File: config.mk
export PLATFORM = sky130hd
export DESIGN_NAME = variable_file_calculator_unit
export DESIGN_NICKNAME = d
export VERILOG_FILES = /design/src/vfc_pkg.sv /design/src/variable_file_calculator_unit.sv /design/src/vfc_ram.sv /design/src/vfc_alu.sv
export SDC_FILE = /design/constraint.sdc
export NUM_CORES = 2
export LEC_CHECK = 0
export BUFFER_PORTS_ARGS = -buffer_cell sky130_fd_sc_hd__buf_2
export CAP_MARGIN = 10
export CORE_MARGIN = 2
export CORE_UTILIZATION = 51
export CTS_BUF_LIST = sky130_fd_sc_hd__clkbuf_4
export CTS_CLUSTER_DIAMETER = 120
export DETAILED_ROUTE_END_ITERATION = 12
export GPL_TIMING_DRIVEN = 0
export PLACE_DENSITY = 0.73
export REMOVE_ABC_BUFFERS = 1
export SLEW_MARGIN = 25
export SYNTH_ARGS = -nofsm -noshare
export SYNTH_HDL_FRONTEND = slang
export SYNTH_SLANG_ARGS = --single-unit
File: constraint.sdc
create_clock -name clk -period 12 [get_ports clk]
set_input_delay 2.4 -clock clk [delete_from_list [all_inputs] [get_ports clk]]
set_output_delay 2.4 -clock clk [all_outputs]
set_load 0.02 [all_outputs]
File: src/vfc_pkg.sv
// ----------------------------------------------------------------------------
// vfc_pkg
// Shared codes, widths and types of the variable file calculator: command
// and status codes, fixed port widths and the ALU control word.
// ----------------------------------------------------------------------------
package vfc_pkg;

  // Fixed field widths of the command and result words
  localparam int REQ_W    = 3;
  localparam int IDX_W    = 5;
  localparam int IMM_W    = 31;
  localparam int STATUS_W = 2;
  localparam int PVAL_W   = 32;

  // Widest data path supported, used for zero-extension before a select
  localparam int MAX_DW   = 64;
  // Index width after zero-extension, wide enough to compare against 64
  localparam int IDX_EXT_W = 7;

  // Command codes
  localparam logic [REQ_W-1:0] REQ_SET   = 3'd0;
  localparam logic [REQ_W-1:0] REQ_ADD   = 3'd1;
  localparam logic [REQ_W-1:0] REQ_SUB   = 3'd2;
  localparam logic [REQ_W-1:0] REQ_MUL   = 3'd3;
  localparam logic [REQ_W-1:0] REQ_DIV   = 3'd4;
  localparam logic [REQ_W-1:0] REQ_PRINT = 3'd5;

  // Status codes
  localparam logic [STATUS_W-1:0] ST_DONE     = 2'd0;
  localparam logic [STATUS_W-1:0] ST_PRINTED  = 2'd1;
  localparam logic [STATUS_W-1:0] ST_DIV_ZERO = 2'd2;

  // Operations of the shared ALU
  typedef enum logic [2:0] {
    ALU_SET,
    ALU_ADD,
    ALU_SUB,
    ALU_MUL,
    ALU_DIV
  } alu_op_t;

  // Control word from the sequencer to the ALU
  typedef struct packed {
    logic    start;
    alu_op_t op;
  } alu_ctrl_t;

endpackage

File: src/variable_file_calculator_unit.sv
// ----------------------------------------------------------------------------
// variable_file_calculator_unit
// Register file of signed variables with a shared iterative ALU: set, add,
// subtract, multiply, divide and print, one command at a time.
//
//   Channel   Direction  Handshake              Word
//   command   in         start high, busy low   req_type, dest_index,
//                                               operand_is_variable,
//                                               source_index, immediate_value
//   result    out        done strobe, 1 cycle   status, print_value
//
// Print, divide by zero and unused codes retire without the ALU.
// Multiply and divide run in the shared ALU, one multiplier or quotient bit a cycle.
// The destination and a variable source come through the one read port of the variable RAM in turn.
// Reset clears all variables at once through per-entry valid bits.
// The result strobe cannot be stalled; busy drops in the strobe cycle.
// ----------------------------------------------------------------------------
module variable_file_calculator_unit #(
  parameter int NUM_VARIABLES = 26,
  parameter int DATA_WIDTH    = 32
) (
  input  logic                                clk,
  input  logic                                rst,
  input  logic                                start,
  output logic                                busy,
  input  logic [vfc_pkg::REQ_W-1:0]           req_type,
  input  logic [vfc_pkg::IDX_W-1:0]           dest_index,
  input  logic                                operand_is_variable,
  input  logic [vfc_pkg::IDX_W-1:0]           source_index,
  input  logic [vfc_pkg::IMM_W-1:0]           immediate_value,
  output logic                                done,
  output logic [vfc_pkg::STATUS_W-1:0]        status,
  output logic signed [vfc_pkg::PVAL_W-1:0]   print_value
);

  import vfc_pkg::*;

  localparam int ADDR_W = (NUM_VARIABLES > 1) ? $clog2(NUM_VARIABLES) : 1;

  typedef enum logic [2:0] {
    S_IDLE,
    S_READ_A,
    S_READ_B,
    S_LOAD,
    S_RUN
  } state_t;

  state_t                   state;
  logic [REQ_W-1:0]         req;
  logic                     is_var;
  logic [ADDR_W-1:0]        dest_addr;
  logic                     dest_ok;
  logic [ADDR_W-1:0]        src_addr;
  logic                     src_ok;
  logic [DATA_WIDTH-1:0]    imm;
  logic [DATA_WIDTH-1:0]    a_val;
  logic [NUM_VARIABLES-1:0] valid;

  logic [IDX_EXT_W-1:0]     dest_ext;
  logic [IDX_EXT_W-1:0]     src_ext;
  logic [MAX_DW-1:0]        imm_wide;
  logic [MAX_DW-1:0]        a_wide;

  logic                     wr_en;
  logic [ADDR_W-1:0]        rd_addr;
  logic [DATA_WIDTH-1:0]    rd_data;
  logic [DATA_WIDTH-1:0]    rd_word;
  logic [DATA_WIDTH-1:0]    b_val;

  alu_ctrl_t                alu_ctrl;
  logic                     alu_done;
  logic [DATA_WIDTH-1:0]    alu_result;

  // Extend indexes and the immediate to fixed widths before selecting bits
  assign dest_ext = IDX_EXT_W'(dest_index);
  assign src_ext  = IDX_EXT_W'(source_index);
  assign imm_wide = MAX_DW'(immediate_value);
  assign a_wide   = MAX_DW'(a_val);

  assign busy = (state != S_IDLE);

  // Read the destination first, then the source
  assign rd_addr = (state == S_READ_A) ? dest_addr : src_addr;

  // Mask entries never written since reset, and indexes past the file
  always_comb begin
    rd_word = '0;
    if (state == S_READ_B) begin
      rd_word = (dest_ok && valid[dest_addr]) ? rd_data : '0;
    end else begin
      rd_word = (src_ok && valid[src_addr]) ? rd_data : '0;
    end
    b_val = is_var ? rd_word : imm;
  end

  // Decode the command into an ALU operation
  always_comb begin
    alu_ctrl.start = 1'b0;
    alu_ctrl.op    = ALU_SET;
    case (req)
      REQ_SET: alu_ctrl.op = ALU_SET;
      REQ_ADD: alu_ctrl.op = ALU_ADD;
      REQ_SUB: alu_ctrl.op = ALU_SUB;
      REQ_MUL: alu_ctrl.op = ALU_MUL;
      REQ_DIV: alu_ctrl.op = ALU_DIV;
      default: alu_ctrl.op = ALU_SET;
    endcase
    if (state == S_LOAD) begin
      case (req)
        REQ_SET, REQ_ADD, REQ_SUB, REQ_MUL: alu_ctrl.start = 1'b1;
        REQ_DIV: alu_ctrl.start = (b_val != '0);
        default: alu_ctrl.start = 1'b0;
      endcase
    end
  end

  // Write back the ALU result to an in-range destination
  assign wr_en = (state == S_RUN) && alu_done && dest_ok;

  // Sequence one command and hold the result word
  always_ff @(posedge clk) begin
    if (rst) begin
      state <= S_IDLE;
      done  <= 1'b0;
      valid <= '0;
    end else begin
      done <= 1'b0;
      case (state)
        S_IDLE: begin
          if (start) begin
            req       <= req_type;
            is_var    <= operand_is_variable;
            dest_addr <= dest_ext[ADDR_W-1:0];
            dest_ok   <= dest_ext < IDX_EXT_W'(NUM_VARIABLES);
            src_addr  <= src_ext[ADDR_W-1:0];
            src_ok    <= src_ext < IDX_EXT_W'(NUM_VARIABLES);
            imm       <= imm_wide[DATA_WIDTH-1:0];
            state     <= S_READ_A;
          end
        end
        S_READ_A: begin
          state <= S_READ_B;
        end
        S_READ_B: begin
          a_val <= rd_word;
          state <= S_LOAD;
        end
        S_LOAD: begin
          if (alu_ctrl.start) begin
            state <= S_RUN;
          end else begin
            done        <= 1'b1;
            print_value <= '0;
            state       <= S_IDLE;
            case (req)
              REQ_PRINT: begin
                status      <= ST_PRINTED;
                print_value <= a_wide[PVAL_W-1:0];
              end
              REQ_DIV: status <= ST_DIV_ZERO;
              default: status <= ST_DONE;
            endcase
          end
        end
        S_RUN: begin
          if (alu_done) begin
            if (dest_ok) begin
              valid[dest_addr] <= 1'b1;
            end
            done        <= 1'b1;
            status      <= ST_DONE;
            print_value <= '0;
            state       <= S_IDLE;
          end
        end
        default: begin
          state <= S_IDLE;
        end
      endcase
    end
  end

  vfc_ram #(
    .WIDTH (DATA_WIDTH),
    .DEPTH (NUM_VARIABLES)
  ) u_ram (
    .clk     (clk),
    .wr_en   (wr_en),
    .wr_addr (dest_addr),
    .wr_data (alu_result),
    .rd_addr (rd_addr),
    .rd_data (rd_data)
  );

  vfc_alu #(
    .DATA_WIDTH (DATA_WIDTH)
  ) u_alu (
    .clk    (clk),
    .rst    (rst),
    .ctrl   (alu_ctrl),
    .opa_in (a_val),
    .opb_in (b_val),
    .done   (alu_done),
    .result (alu_result)
  );

  // The result word goes out only as the command retires
  a_done_idle: assert property (@(posedge clk) disable iff (rst)
    done |-> !busy)
    else $error("result strobe while a command is in flight");

  // An accepted command makes the block busy
  a_accept_busy: assert property (@(posedge clk) disable iff (rst)
    start && !busy |=> busy)
    else $error("command accepted without going busy");

  // Only a print carries a value
  a_pval_zero: assert property (@(posedge clk) disable iff (rst)
    done && status != ST_PRINTED |-> print_value == '0)
    else $error("nonzero print value on a non-print result");

  // The ALU finishes only while the sequencer waits on it
  a_alu_run: assert property (@(posedge clk) disable iff (rst)
    alu_done |-> state == S_RUN)
    else $error("ALU completion outside the run state");

  // The file is written only on ALU completion
  a_write_run: assert property (@(posedge clk) disable iff (rst)
    wr_en |-> alu_done && dest_ok)
    else $error("variable write without ALU completion");

endmodule

File: src/vfc_ram.sv
// ----------------------------------------------------------------------------
// vfc_ram
// Generic single-write, single-read RAM with a registered read port.
// ----------------------------------------------------------------------------
module vfc_ram #(
  parameter int WIDTH = 32,
  parameter int DEPTH = 26
) (
  input  logic                                      clk,
  input  logic                                      wr_en,
  input  logic [((DEPTH > 1) ? $clog2(DEPTH) : 1)-1:0] wr_addr,
  input  logic [WIDTH-1:0]                          wr_data,
  input  logic [((DEPTH > 1) ? $clog2(DEPTH) : 1)-1:0] rd_addr,
  output logic [WIDTH-1:0]                          rd_data
);

  logic [WIDTH-1:0] mem [DEPTH];

  // Write one word; the read word is registered
  always_ff @(posedge clk) begin
    if (wr_en) begin
      mem[wr_addr] <= wr_data;
    end
    rd_data <= mem[rd_addr];
  end

endmodule

File: src/vfc_alu.sv
// ----------------------------------------------------------------------------
// vfc_alu
// Shared ALU built around one adder/subtractor. Set, add and subtract take
// one pass; multiply runs shift-and-add one bit a cycle; divide takes the
// operand magnitudes, runs restoring division one quotient bit a cycle and
// fixes the sign in the final pass.
// ----------------------------------------------------------------------------
module vfc_alu #(
  parameter int DATA_WIDTH = 32
) (
  input  logic                      clk,
  input  logic                      rst,
  input  vfc_pkg::alu_ctrl_t        ctrl,
  input  logic [DATA_WIDTH-1:0]     opa_in,
  input  logic [DATA_WIDTH-1:0]     opb_in,
  output logic                      done,
  output logic [DATA_WIDTH-1:0]     result
);

  import vfc_pkg::*;

  localparam int CNT_W = $clog2(DATA_WIDTH + 1);
  localparam int SUM_W = DATA_WIDTH + 1;

  typedef enum logic [2:0] {
    A_IDLE,
    A_NEG_A,
    A_NEG_B,
    A_STEP,
    A_FIN
  } astate_t;

  astate_t               state;
  alu_op_t               op;
  logic [DATA_WIDTH-1:0] opa;
  logic [DATA_WIDTH-1:0] opb;
  logic [DATA_WIDTH-1:0] acc;
  logic [CNT_W-1:0]      cnt;
  logic                  neg_q;

  logic [SUM_W-1:0]      add_x;
  logic [SUM_W-1:0]      add_y;
  logic                  add_sub;
  logic [SUM_W-1:0]      sum;
  logic [DATA_WIDTH-1:0] shifted;

  // Partial remainder shifted left with the next dividend bit
  assign shifted = {acc[DATA_WIDTH-2:0], opa[DATA_WIDTH-1]};

  // Select operands of the one shared adder
  always_comb begin
    add_x   = '0;
    add_y   = '0;
    add_sub = 1'b0;
    case (state)
      A_NEG_A: begin
        add_y   = {1'b0, opa};
        add_sub = 1'b1;
      end
      A_NEG_B: begin
        add_y   = {1'b0, opb};
        add_sub = 1'b1;
      end
      A_STEP: begin
        if (op == ALU_MUL) begin
          add_x = {1'b0, acc};
          add_y = opb[0] ? {1'b0, opa} : '0;
        end else begin
          add_x   = {1'b0, shifted};
          add_y   = {1'b0, opb};
          add_sub = 1'b1;
        end
      end
      A_FIN: begin
        case (op)
          ALU_SET: begin
            add_y = {1'b0, opb};
          end
          ALU_ADD: begin
            add_x = {1'b0, opa};
            add_y = {1'b0, opb};
          end
          ALU_SUB: begin
            add_x   = {1'b0, opa};
            add_y   = {1'b0, opb};
            add_sub = 1'b1;
          end
          ALU_MUL: begin
            add_x = {1'b0, acc};
          end
          ALU_DIV: begin
            add_y   = {1'b0, opa};
            add_sub = neg_q;
          end
          default: begin
            add_x = '0;
          end
        endcase
      end
      default: begin
        add_x = '0;
      end
    endcase
    sum = add_x + (add_y ^ {SUM_W{add_sub}}) + SUM_W'(add_sub);
  end

  // Sequence the passes through the adder
  always_ff @(posedge clk) begin
    if (rst) begin
      state <= A_IDLE;
      done  <= 1'b0;
    end else begin
      done <= 1'b0;
      case (state)
        A_IDLE: begin
          if (ctrl.start) begin
            op    <= ctrl.op;
            opa   <= opa_in;
            opb   <= opb_in;
            acc   <= '0;
            cnt   <= CNT_W'(DATA_WIDTH - 1);
            neg_q <= opa_in[DATA_WIDTH-1] ^ opb_in[DATA_WIDTH-1];
            case (ctrl.op)
              ALU_DIV: state <= A_NEG_A;
              ALU_MUL: state <= A_STEP;
              default: state <= A_FIN;
            endcase
          end
        end
        A_NEG_A: begin
          if (opa[DATA_WIDTH-1]) begin
            opa <= sum[DATA_WIDTH-1:0];
          end
          state <= A_NEG_B;
        end
        A_NEG_B: begin
          if (opb[DATA_WIDTH-1]) begin
            opb <= sum[DATA_WIDTH-1:0];
          end
          state <= A_STEP;
        end
        A_STEP: begin
          if (op == ALU_MUL) begin
            acc <= sum[DATA_WIDTH-1:0];
            opa <= {opa[DATA_WIDTH-2:0], 1'b0};
            opb <= {1'b0, opb[DATA_WIDTH-1:1]};
          end else if (!sum[DATA_WIDTH]) begin
            acc <= sum[DATA_WIDTH-1:0];
            opa <= {opa[DATA_WIDTH-2:0], 1'b1};
          end else begin
            acc <= shifted;
            opa <= {opa[DATA_WIDTH-2:0], 1'b0};
          end
          cnt <= cnt - CNT_W'(1);
          if (cnt == '0) begin
            state <= A_FIN;
          end
        end
        A_FIN: begin
          result <= sum[DATA_WIDTH-1:0];
          done   <= 1'b1;
          state  <= A_IDLE;
        end
        default: begin
          state <= A_IDLE;
        end
      endcase
    end
  end

  // A new operation is only started while the unit is free
  a_start_idle: assert property (@(posedge clk) disable iff (rst)
    ctrl.start |-> state == A_IDLE)
    else $error("ALU started while busy");

  // Completion is a single-cycle pulse
  a_done_pulse: assert property (@(posedge clk) disable iff (rst)
    done |=> !done)
    else $error("ALU done held for more than one cycle");

endmodule
==> results.txt <==
Clock root buffer -> sky130_fd_sc_hd__clkbuf_4
H-tree depth reported by CTS -> 5
Post-synthesis register bit count -> 1149
Capture endpoint of the worst hold path -> valid[15]$_SDFFE_PP0P_
Vias in the first global route -> 30600
Width of the chip -> 310 um
Area growth from synthesis to layout -> 17.2%
Instance count of the mapped netlist -> 2999
Slowest cell on crit path -> sky130_fd_sc_hd__nor4_1
Synthesized cell area -> 47800 sq um
Maximum number of pins on one net before global-route repair -> 77
Switching power as a share of total power -> 0.232
Total of warnings raised by yosys -> 0
Fraction of registers with async set or reset after synthesis -> 0
Worst max-slew margin expressed relative to the limit -> 0.231
Crit path DAT -> 7800 ps
Clock share of power -> 0.400
Final slew viol count -> 0
Shortest period the worst path allows -> 6830 ps
Count of standard-cell rows -> 112
Pwr per Cell Area -> 149 nW/um^2
Post-cts resize count -> 0
Initial Util -> 0.514
Post-Syn Area per Cell -> 15.9 sq um
Number of distinct library cell variants in the gate-level netlist after synthesis -> 81
Height of the chip -> 310 um
Internal portion of total power -> 6.42 mW
Sequential share of power -> 0.532
Number of CTS-inserted buffers -> 302
Leakage -> 19.4 nW
Count of final setup violators -> 0
Via-to-Cell Ratio -> 6.22
Worst Setup SP -> u_alu.state[0]$_SDFFE_PP0P_
Final Util -> 0.602
Overall track demand over capacity in global routing -> 0.272
Fraction of layout cells with a size suffix above 1 -> 0.272
Final period util -> 0.569
NumNets Final -> 3420
WL final -> 129000 um
Top FF cell, synth -> sky130_fd_sc_hd__edfxtp_1
Count of TritonRoute iterations in the first routing pass -> 8
Number of max-cap violations -> 0
Area of placed instances -> 52300 sq um
First-pass GRT wire length -> 191000 um
Post-CTS repair timing setup buffer count -> 0
Flop2flop setup slack -> 5170 ps
Required arrival time at the worst endpoint -> 12970 ps
Worst Hold Depth -> 2
Global-route congestion overflow total -> 0
Placed insts -> 4288
Net switching component of the power -> 1.94 mW
Antenna violations before repair -> 5
Number of non-filler instances in the completed layout -> 4791
Clock skew after layout -> 120 ps
Startpoint Class -> flop
Detailed-route via count -> 29800
Final RePlAce weighted congestion -> 0.961
Critical R2R Capture -> u_alu.opa[31]$_DFFE_PP_
Final hold violation count -> 0
Clk pin slew, worst setup/hold paths -> 80 ps
Worst-Skew Late Latency -> 1190 ps
Register-to-Register Path Depth -> 19
Total of buffers placed on input and output ports -> 83
Average wire length per cell after detail routing -> 26.9 um
Peak Freq -> 146 MHz
Startpoint of the most critical hold path -> valid[15]$_SDFFE_PP0P_
Fin area -> 56000 sq um
Sequential share of the synthesized area -> 0.708
Top-level I/O count -> 84
Worst Hold Class -> flop to flop
Cells traversed along the worst timing path -> buf_12, inv_1, nor2_4, nand2_2, buf_16, a21oi_4, buf_16, a222oi_1, inv_1, ha_1, nand3_1, nor4_1, nand2_1, o221ai_1, nor4_1, nor2_1, xor2_1, a22oi_1, o21ai_0
Hold_buf cts -> 0
Number of synthesized flops with an enable pin -> 1083
Highest ir drop seen on vdd -> 0.0000751 V
Clock sink count -> 1149
Worst Max-Slew Pin Slew -> 1150 ps
Post-detail-place hpwl -> 87200 um
TritonCTS clock tree -> built
Full die area -> 96200 sq um
Final routed DRC violation total -> 0
Part of the power in combinational logic -> 0.068
Number of antenna-violating nets in the routed design -> 0
Total negative slack for setup checks -> 0 ps
Crit path kind -> flop to flop
Initial detailed-routing violation count -> 3874
Status -> finished, final reports clean
Crit-path max cell delay -> 810 ps
Fillers -> 6607
Startpoint of the lowest-slack register-to-register path -> u_alu.state[0]$_SDFFE_PP0P_
Unrepaired setup endpoints after global routing -> false
Placeable core region -> 93000 sq um
Buffer levels on the longest clock path -> 4
Kind of capture point of the worst setup path -> flop
Largest fanout of any net on the critical path -> 31
[cells by family after synthesis]
logic type	share of synthesized area
flops	0.708
simple gates	0.0778
compound gates	0.0593
mux	0.120
buf+inv	0.0194
fa+ha+maj	0.00906
xor+xnor	0.00636
[power groups by stage]
stage,Sequential [mW],Combinational (mW),Clock [mW]
final,4.44,0.569,3.34
after detailed placement,4.53,0.564,0
after global placement,4.53,0.751,0
after global routing,4.44,0.606,3.61
after CTS,4.44,0.568,3.39
after floorplan,4.49,0.504,0
[sequential cells by signal (all words and copies together) (netlist names), 2 cells and up]
signal	count
u_alu.state	3
status	2
src_addr	5
a_val	32
u_alu.acc	32
req	3
u_ram.mem	832
u_alu.op	3
u_alu.cnt	6
valid	26
imm	31
u_alu.opb	32
dest_addr	5
state	3
u_ram.rd_data	32
u_alu.result	32
u_alu.opa	32
print_value	32
[critical path, delay by kind of cell (launching register included)]
| kind | cells | cell delay (ps) |
|---|---|---|
| xor gates and xnor gates | 1 | 810 |
| buffers and inverters | 5 | 1070 |
| AOI/OAI and AO/OA | 5 | 1420 |
| adders and majority gates | 1 | 260 |
| DFF | 1 | 680 |
| and+or+nand+nor | 7 | 2400 |
[how the worst max path moves through the flow]
stage	slack, ps	cells after the start	endpoint
final	5170	19	u_alu.opa[31]$_DFFE_PP_
after detailed placement	5340	19	u_alu.acc[2]$_SDFFCE_PN0P_
after floorplan	-9870	7	u_ram.rd_data[0]$_DFF_P_
after global routing	4960	16	u_alu.acc[7]$_SDFFCE_PN0P_
after global placement	-19010	7	u_ram.rd_data[24]$_DFF_P_
after CTS	5300	19	u_alu.acc[7]$_SDFFCE_PN0P_
[layout by cell type (no fill, tap or decap), types with 68 or more instances in the layout]
| master | count |
|---|---|
| sky130_fd_sc_hd__a21oi_1 | 124 |
| sky130_fd_sc_hd__buf_2 | 83 |
| sky130_fd_sc_hd__edfxtp_1 | 1083 |
| sky130_fd_sc_hd__mux4_2 | 203 |
| sky130_fd_sc_hd__clkbuf_4 | 427 |
| sky130_fd_sc_hd__nand2_1 | 316 |
| sky130_fd_sc_hd__nor2_1 | 199 |
| sky130_fd_sc_hd__nand3_1 | 111 |
| sky130_fd_sc_hd__mux2i_1 | 99 |
| sky130_fd_sc_hd__and2_1 | 68 |
[layout make-up]
type	count	area, sq um	share of cell area
sequential	1149	33800	0.605
inverter	49	184	0.00329
antenna	2	5.00	0.0000894
timing repair buffer	216	3220	0.0576
clock buffer	427	3210	0.0573
tap	1254	1570	0.0280
multi-input combinational	1620	13500	0.241
clock inverter	74	473	0.00845
[routing by layer]
layer | vias to the layer above | global-route usage | part of all wire
li1 | 12600 | - | -
met1 | 14900 | 0.334 | 0.36
met2 | 1938 | 0.449 | 0.49
met3 | 380 | 0.0682 | 0.11
met4 | 6 | 0.135 | 0.045
met5 | - | 0.00354 | 0.00063
[cells in the mapped netlist, types with 5 or more instances]
library cell / n / area (sq um)
sky130_fd_sc_hd__nor2_1: 229 / 860
sky130_fd_sc_hd__a22oi_1: 38 / 285
sky130_fd_sc_hd__o21ai_1: 6 / 30.0
sky130_fd_sc_hd__dfxtp_1: 66 / 1320
sky130_fd_sc_hd__nand3b_1: 5 / 37.5
sky130_fd_sc_hd__mux2_2: 7 / 78.8
sky130_fd_sc_hd__a211oi_1: 6 / 45.0
sky130_fd_sc_hd__xnor2_1: 20 / 175
sky130_fd_sc_hd__o21bai_1: 6 / 45.0
sky130_fd_sc_hd__o21ba_2: 7 / 70.1
sky130_fd_sc_hd__edfxtp_1: 1083 / 32500
sky130_fd_sc_hd__nor2b_1: 10 / 62.6
sky130_fd_sc_hd__nand2b_1: 9 / 56.3
sky130_fd_sc_hd__o21ai_0: 55 / 275
sky130_fd_sc_hd__o211ai_1: 7 / 52.6
sky130_fd_sc_hd__a21o_1: 11 / 82.6
sky130_fd_sc_hd__buf_1: 10 / 37.5
sky130_fd_sc_hd__nand4_1: 8 / 50.1
sky130_fd_sc_hd__a221oi_1: 56 / 490
sky130_fd_sc_hd__inv_1: 49 / 184
sky130_fd_sc_hd__ha_1: 33 / 413
sky130_fd_sc_hd__and2_1: 69 / 432
sky130_fd_sc_hd__a222oi_1: 31 / 310
sky130_fd_sc_hd__buf_4: 5 / 37.5
sky130_fd_sc_hd__nor3_1: 17 / 85.1
sky130_fd_sc_hd__mux4_2: 203 / 4570
sky130_fd_sc_hd__xor2_1: 11 / 96.3
sky130_fd_sc_hd__clkbuf_1: 136 / 510
sky130_fd_sc_hd__a21oi_1: 129 / 646
sky130_fd_sc_hd__and3_1: 10 / 62.6
sky130_fd_sc_hd__nor4_1: 17 / 106
sky130_fd_sc_hd__buf_2: 28 / 140
sky130_fd_sc_hd__nand3_1: 111 / 556
sky130_fd_sc_hd__a31oi_1: 9 / 56.3
sky130_fd_sc_hd__nand2_1: 318 / 1190
sky130_fd_sc_hd__mux2i_1: 104 / 1040
[through the flow]
stage / setup WS (ps) / power [mW] / hold WS, ps
after floorplan: -9870 / 4.99 / 450
after global placement: -19010 / 5.28 / 466
after detailed placement: 5340 / 5.09 / 492
after CTS: 5300 / 8.40 / 507
after global routing: 4960 / 8.66 / 538
final: 5170 / 8.35 / 509
No activity file was read; power rests on OpenSTA's default activity.
